**config.mk**
```make
export PLATFORM = sky130hd
export DESIGN_NAME = sme_ctrl
export DESIGN_NICKNAME = d
export VERILOG_FILES = /design/src/sv/sme_pkg.sv /design/src/sv/sme_ctrl.sv
export SDC_FILE = /design/constraint.sdc
export NUM_CORES = 1
export LEC_CHECK = 0
export BUFFER_PORTS_ARGS = -buffer_cell sky130_fd_sc_hd__buf_4
export CORE_MARGIN = 8
export CORE_UTILIZATION = 47
export CTS_CLUSTER_SIZE = 30
export DETAILED_ROUTE_END_ITERATION = 10
export PLACE_DENSITY = 0.75
export SLEW_MARGIN = 30
export SYNTH_ARGS = -nofsm -noshare
export SYNTH_HDL_FRONTEND = slang
export SYNTH_SLANG_ARGS = --single-unit
```
**constraint.sdc**
```tcl
create_clock -name i_clk -period 6.8 [get_ports i_clk]
set_clock_uncertainty 0.2 [all_clocks]
set_input_delay 2.04 -clock i_clk [delete_from_list [all_inputs] [get_ports i_clk]]
set_output_delay 2.04 -clock i_clk [all_outputs]
set_load 0.05 [all_outputs]
```
**src/sv/sme_pkg.sv**
```systemverilog
// Package for the stack machine executor: opcodes, status codes, widths and
// controller command/status structures. No dependencies.
package sme_pkg;

    localparam int MEM_WORDS  = 4096;
    localparam int MEM_AW     = $clog2(MEM_WORDS);
    localparam int TEXT_WORDS = 65536;
    localparam int PC_W       = $clog2(TEXT_WORDS);
    localparam int PTR_W      = 13;

    typedef enum logic [5:0] {
        OP_LEA = 6'd0, OP_IMM = 6'd1, OP_JMP = 6'd2, OP_CALL = 6'd3,
        OP_JZ = 6'd4, OP_JNZ = 6'd5, OP_ENT = 6'd6, OP_ADJ = 6'd7,
        OP_LEV = 6'd8, OP_LI = 6'd9, OP_LC = 6'd10, OP_SI = 6'd11,
        OP_SC = 6'd12, OP_PUSH = 6'd13, OP_OR = 6'd14, OP_XOR = 6'd15,
        OP_AND = 6'd16, OP_EQ = 6'd17, OP_NE = 6'd18, OP_LT = 6'd19,
        OP_GT = 6'd20, OP_LE = 6'd21, OP_GE = 6'd22, OP_SHL = 6'd23,
        OP_SHR = 6'd24, OP_ADD = 6'd25, OP_SUB = 6'd26, OP_MUL = 6'd27,
        OP_DIV = 6'd28, OP_MOD = 6'd29, OP_EXIT = 6'd37, OP_HWR = 6'd38
    } t_op;

    localparam logic [1:0] ST_OK   = 2'd0;
    localparam logic [1:0] ST_HALT = 2'd1;
    localparam logic [1:0] ST_BAD  = 2'd2;
    localparam logic [1:0] ST_DIV0 = 2'd3;

    typedef enum logic [3:0] {
        S_IDLE, S_DEC, S_RD1, S_RD1W, S_RD2, S_RD2W, S_EXEC, S_DIV, S_WR, S_OUT
    } t_state;

    // Memory address sources.
    typedef enum logic [2:0] {
        A_SP, A_SPM1, A_SPP1, A_ACC, A_OPA, A_HOST, A_BP, A_BPP1
    } t_asel;

    typedef struct packed {
        logic  load;       // capture input beat
        logic  rd;         // issue memory read
        t_asel asel;
        logic  cap1;       // capture first read word into operand A
        logic  cap2;       // capture second read word into operand B
        logic  exec;       // commit architectural update
        logic  div_start;
        logic  wr;         // perform memory write
        logic  out_load;   // load output register
    } t_cmd;

    typedef struct packed {
        t_op  op;
        logic halted;
        logic div_busy;
        logic div_zero;
        logic out_full;
    } t_sts;

    function automatic logic known_op(input logic [5:0] f);
        return (f <= 6'd29) || f == 6'd37 || f == 6'd38;
    endfunction

endpackage

```
**src/sv/sme_ctrl.sv**
```systemverilog
// Controller state machine sequencing memory reads, execution and writes.
// Depends on sme_pkg.
module sme_ctrl
    import sme_pkg::*;
(
    input  logic i_clk,
    input  logic i_rst_n,
    input  logic i_in_valid,
    output logic o_in_ready,
    input  t_sts i_sts,
    input  logic i_out_take,
    output t_cmd o_cmd
);
    t_state r_state, n_state;
    logic   w_binop, w_active;

    always_ff @(posedge i_clk) begin
        if (!i_rst_n) r_state <= S_IDLE;
        else r_state <= n_state;
    end

    assign w_binop  = (i_sts.op >= OP_OR) && (i_sts.op <= OP_MOD);
    assign w_active = !i_sts.halted && known_op(i_sts.op);

    always_comb begin
        n_state = r_state;
        o_cmd = '0;
        o_cmd.asel = A_SP;
        o_in_ready = 1'b0;
        unique case (r_state)
            S_IDLE: begin
                o_in_ready = 1'b1;
                if (i_in_valid) begin
                    o_cmd.load = 1'b1;
                    n_state = S_DEC;
                end
            end
            S_DEC: begin
                n_state = S_EXEC;
                if (i_sts.op == OP_HWR) n_state = S_WR;
                else if (w_active) begin
                    if (w_binop || i_sts.op == OP_SI || i_sts.op == OP_SC
                        || i_sts.op == OP_EXIT) begin
                        o_cmd.rd = 1'b1; o_cmd.asel = A_SP; n_state = S_RD1W;
                    end else if (i_sts.op == OP_LI || i_sts.op == OP_LC) begin
                        o_cmd.rd = 1'b1; o_cmd.asel = A_ACC; n_state = S_RD1W;
                    end else if (i_sts.op == OP_LEV) begin
                        o_cmd.rd = 1'b1; o_cmd.asel = A_SP; n_state = S_RD1;
                    end else if (i_sts.op == OP_CALL || i_sts.op == OP_ENT
                                 || i_sts.op == OP_PUSH) begin
                        n_state = S_WR;
                    end
                end
            end
            // LEV: the frame words at bp and bp+1 are read back to back; the
            // address slots are remapped to the base pointer outside.
            S_RD1: begin
                o_cmd.cap1 = 1'b1;
                n_state = S_RD2W;
            end
            S_RD2: begin
                n_state = S_RD2W;
            end
            S_RD2W: begin
                o_cmd.cap2 = 1'b1;
                n_state = S_EXEC;
            end
            S_RD1W: begin
                o_cmd.cap1 = 1'b1;
                if (i_sts.op == OP_SC) begin
                    n_state = S_RD2;
                end else if ((i_sts.op == OP_DIV || i_sts.op == OP_MOD)
                             && !i_sts.div_zero) begin
                    n_state = S_DIV;
                end else n_state = S_EXEC;
            end
            S_DIV: begin
                n_state = S_EXEC;
            end
            S_WR: begin
                o_cmd.wr = 1'b1;
                n_state = S_EXEC;
            end
            S_EXEC: begin
                if (!i_sts.div_busy) begin
                    o_cmd.exec = 1'b1;
                    if (w_active && (i_sts.op == OP_SI || i_sts.op == OP_SC))
                        o_cmd.wr = 1'b1;
                    n_state = S_OUT;
                end
            end
            S_OUT: begin
                if (!i_sts.out_full || i_out_take) begin
                    o_cmd.out_load = 1'b1;
                    n_state = S_IDLE;
                end
            end
            default: n_state = S_IDLE;
        endcase
        // Address overrides for second reads and the divider start.
        if (r_state == S_RD1) begin
            o_cmd.rd = 1'b1; o_cmd.asel = A_SPP1;
        end
        if (r_state == S_RD2) begin
            o_cmd.rd = 1'b1;
            o_cmd.asel = A_OPA;
        end
        if (r_state == S_DIV) o_cmd.div_start = 1'b1;
    end
endmodule

```
==> metrics.md, run 1 <==
| Metric | Value |
|---|---|
| Number of enable-type register cells in the synthesized netlist | 0 |
| FMAX | 168 MHz |
| Reported max-cap violation count | 0 |
| HP Class | flop to flop |
| Insertion delay of the later-clocked pin in the worst-skew pair | 0.23 ns |
| Fraction of synthesis flops using an asynchronous set or reset pin | 0% |
| Crit path buf inv count | 2 |
| Post-synthesis instance area | 766 um^2 |
| Root Buffer Master | sky130_fd_sc_hd__clkbuf_4 |
| Detail Placement HPWL | 1680 um |
| Die width | 56.4 um |
| Antenna violations before repair | 0 |
| Crit path cell chain | buf_4 -> and4bb_4 -> a2111oi_4 -> nand3_2 -> nor4_2 -> o21bai_1 -> buf_4 |
| Post-cts repair resize count | 0 |
| IO Port Bufs | 25 |
| Worst rel slew slack | 64.3% |
| Registers with the highest flip-flop counts | r_state: 4 flops |
| Yosys warns | 0 |
| Final hold violation count | 0 |
| Wire length of the first global-routing pass | 3700 um |
| Final antenna-violating net count | 0 |
| Max H-tree Level | 1 |
| Total Routing Usage GR | 13.4% |
| Pleak | 0.000401 uW |
| Transition time at the pin with the least slew margin | 0.535 ns |
| Power density over the cells | 214 nW/um^2 |
| Die Ht | 56.4 um |
| Drt drc | 0 |
| Number of nets in the final layout | 145 |
| Die area | 3180 um^2 |
| Data arrival, critical path | 3.71 ns |
| Share of post-route cells with drive strength above 1 | 27.1% |
| Number of top-level pins | 26 |
| Sequential Area | 80.1 um^2 |
| Average cell area after synthesis | 6.96 um^2 |
| Flop and latch count out of synthesis | 4 |
| Register name with the most flops | r_state |
| Iteration count of the initial detailed-routing pass | 4 |
| Critical path startpoint category | primary input |
| Setup violators final | 0 |
| Outcome | finished clean |
| Max-slew violation count | 0 |
| Filler Cells Inserted | 144 |
| Initial core utilization | 50.2% |
| Hold bufs inserted after CTS | 0 |
| Instance count of the mapped netlist | 110 |
| Vias in the first global route | 843 |
| ANT cells | 0 |
| Clk buf depth | 2 |
| Total Wirelength | 2130 um |
| Violation count after the first detailed-route iteration | 20 |
| Grt total ovfl | 0 |
| Setup bufs post-CTS | 0 |
| Largest incremental delay on the critical path | 0.42 ns |
| Area of combinational cells with multiple inputs | 632 um^2 |
| Number of distinct library cells after synthesis | 48 |
| Vias after detailed routing | 871 |
| Fin crit period | 5.95 ns |
| Core region area | 1520 um^2 |
| Site Rows | 14 |
| Leading register cell type out of synthesis | sky130_fd_sc_hd__dfxtp_1 |
| Share of the clock period used by the worst path | 87.6% |
| Max FFs per register | 4 |
| Sequential fraction of the synthesis area | 10.5% |
| Cell at the slowest stage of the critical path | sky130_fd_sc_hd__a2111oi_4 |
| Via density | 6.01 |
| Clock buffer count from CTS | 3 |
| Number of placed instances, taps included | 142 |
| Classification of the worst setup path | primary input to output pin |
| Worst R2R Setup Slack | 4.96 ns |
| Final critical-path setup slack | 0.846 ns |
| Clock transition at the registers of the reported paths | 0.03 ns |
| Mean routed wirelength per cell | 14.7 um |
| Post-Place Setup Slack | 0.852 ns |
| RSZ-0062 raised after global routing | no |
| Area Overhead vs Synth | 24.5% |
| Kind of end point of the critical path | output pin |
| Most used cell, CP | sky130_fd_sc_hd__buf_4 |
| Largest vdd supply drop | 0.200 mV |
| Maximum number of pins on one net before global-route repair | 17 |
| Maximum fanout count along the critical path | 14 |
| Dominant delay contributor by cell family on the critical path | simple AND/OR/NAND/NOR gates |
| Worst path required time | 4.56 ns |
| Setup tns final | 0 ns |
| Final weighted congestion in routability-driven placement | 0.883 |
| Clock sink count | 4 |
| Total nets after synthesis | 124 |
| TritonCTS clock tree | yes |
| Post-Layout Cell Count | 145 |
[metrics by stage]
stage / power, uW / hold slack (ns) / cell area [um^2] / util (%)
6_report: 204 / 0.632 / 953 / 62.6
3_5_place_dp: 175 / 0.617 / 931 / 61.1
2_1_floorplan: 140 / 0.473 / 766 / -
4_1_cts: 205 / 0.624 / 953 / 62.6
5_1_grt: 217 / 0.694 / 953 / 62.6
3_3_place_gp: 174 / 0.613 / 931 / 61.1
[final timing paths]
kind              start          to  cells after the start
max            i_sts[7]    o_cmd[7]                      7
min          r_state[0]  r_state[0]                      2
max reg2reg  r_state[2]  r_state[3]                      5
min reg2reg  r_state[0]  r_state[0]                      2
[cells by family after synthesis]
| group | share of synthesized area, % |
|---|---|
| AND/OR/NAND/NOR | 42.0 |
| multiplexers | 1.31 |
| AO/OA/AOI/OAI | 36.9 |
| buffers and inverters | 7.02 |
| flip-flops | 10.5 |
| XOR/XNOR | 2.29 |
[layer usage]
layer,vias to the layer above,routed length [um],GRT usage (%)
li1,450,-,-
met1,400,957,16.2
met2,19,1040,21.1
met3,2,118,4.94
met4,0,12,4.47
met5,-,0,0
[cells in the final DEF (no fill, tap or decap), types with 2 or more instances in the layout]
cell type,count
sky130_fd_sc_hd__dfxtp_1,4
sky130_fd_sc_hd__nand4_1,2
sky130_fd_sc_hd__inv_1,3
sky130_fd_sc_hd__a21oi_1,7
sky130_fd_sc_hd__clkbuf_4,3
sky130_fd_sc_hd__nor4_1,2
sky130_fd_sc_hd__xnor2_1,2
sky130_fd_sc_hd__o21bai_1,2
sky130_fd_sc_hd__nor2b_1,6
sky130_fd_sc_hd__o21ai_0,9
sky130_fd_sc_hd__nand3_1,3
sky130_fd_sc_hd__o311a_1,2
sky130_fd_sc_hd__nand3b_1,2
sky130_fd_sc_hd__nor3b_1,2
sky130_fd_sc_hd__nand2b_1,6
sky130_fd_sc_hd__nand2_1,11
sky130_fd_sc_hd__buf_4,25
sky130_fd_sc_hd__nor2_1,10
[synthesized netlist by cell type (2+ instances only)]
cell type / number / area, um^2
sky130_fd_sc_hd__o311a_1: 2 / 20.0
sky130_fd_sc_hd__nor3b_1: 2 / 15.0
sky130_fd_sc_hd__nand3b_1: 2 / 15.0
sky130_fd_sc_hd__nand4_1: 2 / 12.5
sky130_fd_sc_hd__nor2_1: 10 / 37.5
sky130_fd_sc_hd__nand3_1: 3 / 15.0
sky130_fd_sc_hd__nand2_1: 11 / 41.3
sky130_fd_sc_hd__nor4_1: 2 / 12.5
sky130_fd_sc_hd__nor2b_1: 6 / 37.5
sky130_fd_sc_hd__o21ai_0: 9 / 45.0
sky130_fd_sc_hd__clkbuf_1: 6 / 22.5
sky130_fd_sc_hd__dfxtp_1: 4 / 80.1
sky130_fd_sc_hd__xnor2_1: 2 / 17.5
sky130_fd_sc_hd__inv_1: 3 / 11.3
sky130_fd_sc_hd__a21oi_1: 7 / 35.0
sky130_fd_sc_hd__nand2b_1: 6 / 37.5
sky130_fd_sc_hd__o21bai_1: 2 / 15.0
[final cells by class]
cell class              count  area share [%]
clock buffers               3            2.36
repair buffers             25            19.7
multi-input cells          94            66.3
flip-flops and latches      4            8.40
inverters                   3            1.18
well taps                  16            2.10
[report_power, final]
| part | switching (uW) | internal [uW] |
|---|---|---|
| combinational | 80.9 | 48.4 |
| sequential | 17.6 | 28.0 |
| clock | 9.00 | 19.7 |
| total | 108 | 96.2 |
[worst reg2reg max path, cell delays in order (launching register included)]
cell and delay, ns:
sky130_fd_sc_hd__dfxtp_1 0.65, sky130_fd_sc_hd__nor2b_1 0.23, sky130_fd_sc_hd__nand3b_1 0.18, sky130_fd_sc_hd__a211oi_1 0.25, sky130_fd_sc_hd__o21ai_0 0.11, sky130_fd_sc_hd__a21boi_1 0.15
No activity file was read; power rests on OpenSTA's default activity.
==> inputs of run 2 (changes only) <==
--- a/config.mk
+++ b/config.mk
@@ -6,11 +6,13 @@
 export NUM_CORES = 1
 export LEC_CHECK = 0
 export BUFFER_PORTS_ARGS = -buffer_cell sky130_fd_sc_hd__buf_4
+export CELL_PAD_IN_SITES_DETAIL_PLACEMENT = 1
+export CELL_PAD_IN_SITES_GLOBAL_PLACEMENT = 1
 export CORE_MARGIN = 8
-export CORE_UTILIZATION = 47
+export CORE_UTILIZATION = 36
 export CTS_CLUSTER_SIZE = 30
 export DETAILED_ROUTE_END_ITERATION = 10
-export PLACE_DENSITY = 0.75
+export PLACE_DENSITY_LB_ADDON = 0.1
 export SLEW_MARGIN = 30
 export SYNTH_ARGS = -nofsm -noshare
 export SYNTH_HDL_FRONTEND = slang
==> constraint.sdc (replaced) <==
create_clock -name i_clk -period 6.8 [get_ports i_clk]
set_clock_uncertainty 0.2 [all_clocks]
set_input_delay 2.04 -clock i_clk [delete_from_list [all_inputs] [get_ports i_clk]]
set_output_delay 2.04 -clock i_clk [all_outputs]
set_load 0.02 [all_outputs]
==> metrics.md, run 2 (synthesized netlist as in run 1, its figures left out) <==
| Metric | Value |
|---|---|
| Final hold violation count | 0 (unchanged) |
| Most frequent cells in the layout | sky130_fd_sc_hd__buf_4 (25), sky130_fd_sc_hd__nand2_1 (11), sky130_fd_sc_hd__nor2_1 (10), sky130_fd_sc_hd__o21ai_0 (9), sky130_fd_sc_hd__a21oi_1 (7) (unchanged) |
| Vias after detailed routing | 880 (was 871) |
| Site Rows | 16 (was 14) |
| Registers with the highest flip-flop counts | r_state: 4 flops (unchanged) |
| Core region area | 1980 um^2 (was 1520 um^2) |
| HP Class | flop to flop (unchanged) |
| Wire length of the first global-routing pass | 4180 um (was 3700 um) |
| Total Wirelength | 2390 um (was 2130 um) |
| Vias in the first global route | 895 (was 843) |
| Register name with the most flops | r_state (unchanged) |
| Max-slew violation count | 0 (unchanged) |
| Die width | 62.1 um (was 56.4 um) |
| Insertion delay of the later-clocked pin in the worst-skew pair | 0.24 ns (was 0.23 ns) |
| Met2 Usage GRT | 20.1% (was 21.1%) |
| Post-cts repair resize count | 0 (unchanged) |
| Final antenna-violating net count | 0 (unchanged) |
| Final weighted congestion in routability-driven placement | 0.801 (was 0.883) |
| Crit path cell chain | buf_4 -> and4bb_4 -> a2111oi_4 -> nand3_2 -> nor4_2 -> o21bai_1 -> buf_4 (unchanged) |
| Setup bufs post-CTS | 0 (unchanged) |
| Power consumption | 178 uW (was 204 uW) |
| Most common cell after layout, fill and taps aside | sky130_fd_sc_hd__buf_4 (unchanged) |
| ANT cells | 0 (unchanged) |
| FMAX | 169 MHz (was 168 MHz) |
| Violation count after the first detailed-route iteration | 16 (was 20) |
| Layer with the highest usage after global routing | met2 (unchanged) |
| Critical path startpoint category | primary input (unchanged) |
| Pleak | 0.000401 uW (unchanged) |
| Max FFs per register | 4 (unchanged) |
| Share of the clock period used by the worst path | 87.2% (was 87.6%) |
| Share of post-route cells with drive strength above 1 | 27.1% (unchanged) |
| Met1 track utilization from global routing | 16.2% (about the same) |
| Clk buf depth | 2 (unchanged) |
| Maximum number of pins on one net before global-route repair | 17 (unchanged) |
| Mean routed wirelength per cell | 15.3 um (was 14.7 um) |
| Largest vdd supply drop | 0.119 mV (was 0.200 mV) |
| Transition time at the pin with the least slew margin | 0.542 ns (was 0.535 ns) |
| Kind of end point of the critical path | output pin (unchanged) |
| Die area | 3860 um^2 (was 3180 um^2) |
| Reported max-cap violation count | 0 (unchanged) |
| Total Routing Usage GR | 12.2% (was 13.4%) |
| Classification of the worst setup path | primary input to output pin (unchanged) |
| RSZ-0062 raised after global routing | no (unchanged) |
| Hold bufs inserted after CTS | 0 (unchanged) |
| Clock buffer count from CTS | 3 (unchanged) |
| Power density over the cells | 185 nW/um^2 (was 214 nW/um^2) |
| Clock transition at the registers of the reported paths | 0.04 ns (was 0.03 ns) |
| Grt total ovfl | 0 (unchanged) |
| Maximum fanout count along the critical path | 14 (unchanged) |
| Die Ht | 62.1 um (was 56.4 um) |
| Data arrival, critical path | 3.69 ns (was 3.71 ns) |
| Met3 layer usage reported by global route | 1.43% (was 4.94%) |
| Number of top-level pins | 26 (unchanged) |
| Initial core utilization | 38.6% (was 50.2%) |
| Drt drc | 0 (unchanged) |
| Worst path required time | 4.56 ns (about the same) |
| Iteration count of the initial detailed-routing pass | 3 (was 4) |
| Detail Placement HPWL | 1850 um (was 1680 um) |
| Setup tns final | 0 ns (unchanged) |
| IO Port Bufs | 25 (unchanged) |
| Area Overhead vs Synth | 26.3% (was 24.5%) |
| Number of nets in the final layout | 145 (unchanged) |
| Most used cell, CP | sky130_fd_sc_hd__buf_4 (unchanged) |
| Setup violators final | 0 (unchanged) |
| Largest incremental delay on the critical path | 0.40 ns (was 0.42 ns) |
| Max H-tree Level | 1 (unchanged) |
| TritonCTS clock tree | yes (unchanged) |
| Worst rel slew slack | 63.8% (was 64.3%) |
| Cell at the slowest stage of the critical path | sky130_fd_sc_hd__a2111oi_4 (unchanged) |
| Via density | 5.64 (was 6.01) |
| Fin crit period | 5.93 ns (was 5.95 ns) |
| Dominant delay contributor by cell family on the critical path | simple AND/OR/NAND/NOR gates (unchanged) |
| Clock sink count | 4 (unchanged) |
| Root Buffer Master | sky130_fd_sc_hd__clkbuf_4 (unchanged) |
| Antenna violations before repair | 0 (unchanged) |
| Crit path buf inv count | 2 (unchanged) |
| Outcome | finished clean (unchanged) |
==> run 2: worst register-to-register path: stages (launching register included) <==
cell and delay (ns):
sky130_fd_sc_hd__dfxtp_1 0.65, sky130_fd_sc_hd__nor2b_1 0.23, sky130_fd_sc_hd__nand3b_1 0.17, sky130_fd_sc_hd__a211oi_1 0.24, sky130_fd_sc_hd__o21ai_0 0.14, sky130_fd_sc_hd__a21boi_1 0.15
==> run 2: layer usage <==
metal	wire length, um	up-vias	share of wire [%]
li1	-	446	-
met1	1200	417	50
met2	1120	15	47
met3	62	2	2.6
met4	15	0	0.63
met5	0	-	0
==> run 2: worst paths after layout <==
| check | slack (ns) | endpoint | cells past startpoint | startpoint |
|---|---|---|---|---|
| worst min-delay path | 0.62 | r_state[0] | 2 | r_state[3] |
| worst max-delay path | 0.87 | o_cmd[7] | 7 | i_sts[7] |
| worst min register to register | 0.62 | r_state[0] | 2 | r_state[3] |
| worst max register to register | 4.95 | r_state[3] | 5 | r_state[2] |
==> run 2: final cells by class <==
type	instances	area [um^2]
repair buffers	25	188
inverters	3	11.3
well taps	27	33.8
fillers	271	1010
clock buffers	3	22.5
flip-flops and latches	4	80.1
multi-input cells	94	632
==> run 2: through the flow <==
| stage | util (%) | instance area, um^2 | setup slack (ns) | cells | hold WS (ns) |
|---|---|---|---|---|---|
| 3_3_place_gp | 47.7 | 945 | 0.962 | 153 | 0.619 |
| 6_report | 48.8 | 967 | 0.872 | 156 | 0.624 |
| 4_1_cts | 48.8 | 967 | 0.859 | 156 | 0.635 |
| 5_1_grt | 48.8 | 967 | 0.773 | 156 | 0.720 |
| 3_5_place_dp | 47.7 | 945 | 0.859 | 153 | 0.627 |
| 2_1_floorplan | - | 766 | 0.855 | 110 | 0.473 |
==> run 2: power by group <==
| part | internal (uW) | switching (uW) |
|---|---|---|
| logic | 48.0 | 55.2 |
| registers | 28.0 | 17.7 |
| clock network | 19.7 | 9.84 |
| total | 95.8 | 82.7 |
==> inputs of run 3 (changes only) <==
--- a/config.mk
+++ b/config.mk
@@ -6,10 +6,11 @@
 export NUM_CORES = 1
 export LEC_CHECK = 0
 export BUFFER_PORTS_ARGS = -buffer_cell sky130_fd_sc_hd__buf_4
-export CELL_PAD_IN_SITES_DETAIL_PLACEMENT = 1
-export CELL_PAD_IN_SITES_GLOBAL_PLACEMENT = 1
+export CELL_PAD_IN_SITES_DETAIL_PLACEMENT = 0
+export CELL_PAD_IN_SITES_GLOBAL_PLACEMENT = 2
+export CORE_ASPECT_RATIO = 2
 export CORE_MARGIN = 8
-export CORE_UTILIZATION = 36
+export CORE_UTILIZATION = 28
 export CTS_CLUSTER_SIZE = 30
 export DETAILED_ROUTE_END_ITERATION = 10
 export PLACE_DENSITY_LB_ADDON = 0.1
==> metrics.md, run 3 (synthesized netlist as in run 1, its figures left out) <==
| Metric | Value |
|---|---|
| TritonCTS clock tree | yes (unchanged) |
| Filler Cells Inserted | 301 (was 271) |
| Post-Place Setup Slack | 0.909 ns (was 0.859 ns) |
| WL met2 | 1220 um (was 1120 um) |
| Crit path buf inv count | 2 (unchanged) |
| Grt total ovfl | 0 (unchanged) |
| Core region area | 2670 um^2 (was 1980 um^2) |
| Hold bufs inserted after CTS | 0 (unchanged) |
| Die area | 4770 um^2 (was 3860 um^2) |
| Share of post-route cells with drive strength above 1 | 27.1% (unchanged) |
| Net switching fraction of the power | 42.6% (was 46.3%) |
| Max-slew violation count | 0 (unchanged) |
| Total net switching power | 84.2 uW (was 82.7 uW) |
| Final hold violation count | 0 (unchanged) |
| Area Overhead vs Synth | 29.1% (was 26.3%) |
| Worst R2R Setup Slack | 4.95 ns (about the same) |
| Pleak | 0.000409 uW (was 0.000401 uW) |
| ANT cells | 0 (unchanged) |
| Seq pwr share | 23.3% (was 25.6%) |
| Via density | 5.28 (was 5.64) |
| Most used cell, CP | sky130_fd_sc_hd__buf_4 (unchanged) |
| Max FFs per register | 4 (unchanged) |
| Setup bufs post-CTS | 0 (unchanged) |
| Maximum number of pins on one net before global-route repair | 17 (unchanged) |
| Largest incremental delay on the critical path | 0.42 ns (was 0.40 ns) |
| Crit path cell chain | buf_4 -> and4bb_4 -> a2111oi_4 -> nand3_2 -> nor4_2 -> o21bai_1 -> buf_4 (unchanged) |
| Max H-tree Level | 1 (unchanged) |
| Maximum fanout count along the critical path | 14 (unchanged) |
| Post-Layout Cell Count | 158 (was 156) |
| Worst path depth | 7 (unchanged) |
| Clock sink count | 4 (unchanged) |
| Critical path startpoint category | primary input (unchanged) |
| Clock power frac | 24.7% (was 16.6%) |
| Cell at the slowest stage of the critical path | sky130_fd_sc_hd__a2111oi_4 (unchanged) |
| Detail Placement HPWL | 1810 um (was 1850 um) |
| Number of placed instances, taps included | 155 (was 153) |
| Worst setup path startpoint | i_sts[7] (unchanged) |
| Setup violators final | 0 (unchanged) |
| Setup tns final | 0 ns (unchanged) |
| Vias in the first global route | 862 (was 895) |
| Most frequent cells in the layout | sky130_fd_sc_hd__buf_4 (25), sky130_fd_sc_hd__nand2_1 (11), sky130_fd_sc_hd__nor2_1 (10), sky130_fd_sc_hd__o21ai_0 (9), sky130_fd_sc_hd__a21oi_1 (7) (unchanged) |
| Die width | 53.0 um (was 62.1 um) |
| Highest metal layer used by the detailed router | met4 (unchanged) |
| Number of nets in the final layout | 145 (unchanged) |
| Power density over the cells | 200 nW/um^2 (was 185 nW/um^2) |
| Clock transition at the registers of the reported paths | 0.03 ns (was 0.04 ns) |
| Classification of the worst setup path | primary input to output pin (unchanged) |
| Data arrival, critical path | 3.65 ns (was 3.69 ns) |
| RSZ-0062 raised after global routing | no (unchanged) |
| Fin crit period | 5.89 ns (was 5.93 ns) |
| Insertion delay of the later-clocked pin in the worst-skew pair | 0.21 ns (was 0.24 ns) |
| FMAX | 170 MHz (was 169 MHz) |
| Sequential Area | 80.1 um^2 (unchanged) |
| Clock buffer count from CTS | 3 (unchanged) |
| Power consumption | 198 uW (was 178 uW) |
| Length of routed wiring on met1 | 987 um (was 1200 um) |
| Share of the clock period used by the worst path | 86.6% (was 87.2%) |
| Die Ht | 90.0 um (was 62.1 um) |
| Outcome | finished clean (unchanged) |
| Worst path required time | 4.56 ns (about the same) |
| Final critical-path setup slack | 0.912 ns (was 0.872 ns) |
| Violation count after the first detailed-route iteration | 18 (was 16) |
| Area of combinational cells with multiple inputs | 632 um^2 (unchanged) |
| IO Port Bufs | 25 (unchanged) |
| Number of top-level pins | 26 (unchanged) |
| Initial core utilization | 28.7% (was 38.6%) |
| Drt drc | 0 (unchanged) |
| Worst rel slew slack | 63.5% (was 63.8%) |
| Reported max-cap violation count | 0 (unchanged) |
| Dominant delay contributor by cell family on the critical path | simple AND/OR/NAND/NOR gates (unchanged) |
| Register name with the most flops | r_state (unchanged) |
| Design internal power | 114 uW (was 95.8 uW) |
| Worst setup path end | o_cmd[7] (unchanged) |
| Wire length on met3 | 106 um (was 62 um) |
| Worst-case reg-to-reg path depth | 5 (unchanged) |
| Antenna violations before repair | 0 (unchanged) |
| Largest vdd supply drop | 0.150 mV (was 0.119 mV) |
| Total Wirelength | 2340 um (was 2390 um) |
| Mean routed wirelength per cell | 14.8 um (was 15.3 um) |
| Final antenna-violating net count | 0 (unchanged) |
| Site Rows | 27 (was 16) |
| Wire length of the first global-routing pass | 3890 um (was 4180 um) |
| Reg-to-reg startpoint | r_state[0] (was r_state[2]) |
| Clk buf depth | 2 (unchanged) |
| Root Buffer Master | sky130_fd_sc_hd__clkbuf_8 (was sky130_fd_sc_hd__clkbuf_4) |
| Vias after detailed routing | 834 (was 880) |
| Share of power burned in combinational logic | 52.0% (was 57.8%) |
| Reg-to-reg endpoint | r_state[0] (was r_state[3]) |
| Total Routing Usage GR | 9.93% (was 12.2%) |
| Iteration count of the initial detailed-routing pass | 4 (was 3) |
| Registers with the highest flip-flop counts | r_state: 4 flops (unchanged) |
| Post-cts repair resize count | 0 (unchanged) |
| Transition time at the pin with the least slew margin | 0.547 ns (was 0.542 ns) |
| Kind of end point of the critical path | output pin (unchanged) |
| Final weighted congestion in routability-driven placement | 0.708 (was 0.801) |
| HP Class | flop to flop (unchanged) |
| Most common cell after layout, fill and taps aside | sky130_fd_sc_hd__buf_4 (unchanged) |
[run 3: cell count changes in the layout (fill, tap and decap cells not counted)]
cell,change
sky130_fd_sc_hd__clkbuf_4,-3
sky130_fd_sc_hd__clkbuf_8,+3
[run 3: layer usage]
metal / up-vias / track usage, %
li1: 447 / -
met1: 371 / 11.8
met2: 14 / 16.1
met3: 2 / 1.98
met4: 0 / 4.13
met5: - / 0
[run 3: worst min path at each step]
stage	from	endpoint	slack (ns)	cells past startpoint
global placement	r_state[0]	r_state[0]	0.65	2
floorplan	r_state[1]	r_state[3]	0.47	3
finish	r_state[3]	r_state[0]	0.64	2
global route	r_state[3]	r_state[0]	0.71	2
CTS	r_state[3]	r_state[0]	0.64	2
detailed placement	r_state[0]	r_state[0]	0.64	2
[run 3: layout make-up]
cell class              instances  share of cell area [%]
multi-input cells              94                    63.9
repair buffers                 25                    19.0
flip-flops and latches          4                    8.10
clock buffers                   3                    4.18
well taps                      29                    3.67
inverters                       3                    1.14
[run 3: worst min-delay path: stages (launching register included)]
cell	delay (ns)
sky130_fd_sc_hd__dfxtp_1	0.45
sky130_fd_sc_hd__o21ai_0	0.22
sky130_fd_sc_hd__o311a_1	0.14
[run 3: through the flow]
stage	cell area, um^2	util [%]	hold slack (ns)
floorplan	766	-	0.473
global placement	947	35.5	0.654
detailed placement	947	35.5	0.635
CTS	988	37.0	0.645
global route	988	37.0	0.707
finish	988	37.0	0.643
[run 3: power groups by stage]
stage,logic [uW],clock network (uW),registers (uW)
final,103,48.9,46.1
after global routing,112,52.4,48.3
after CTS,104,50.9,46.6
after detailed placement,103,0,46.8
after global placement,104,0,47.4
after floorplan,79.3,0,33.9
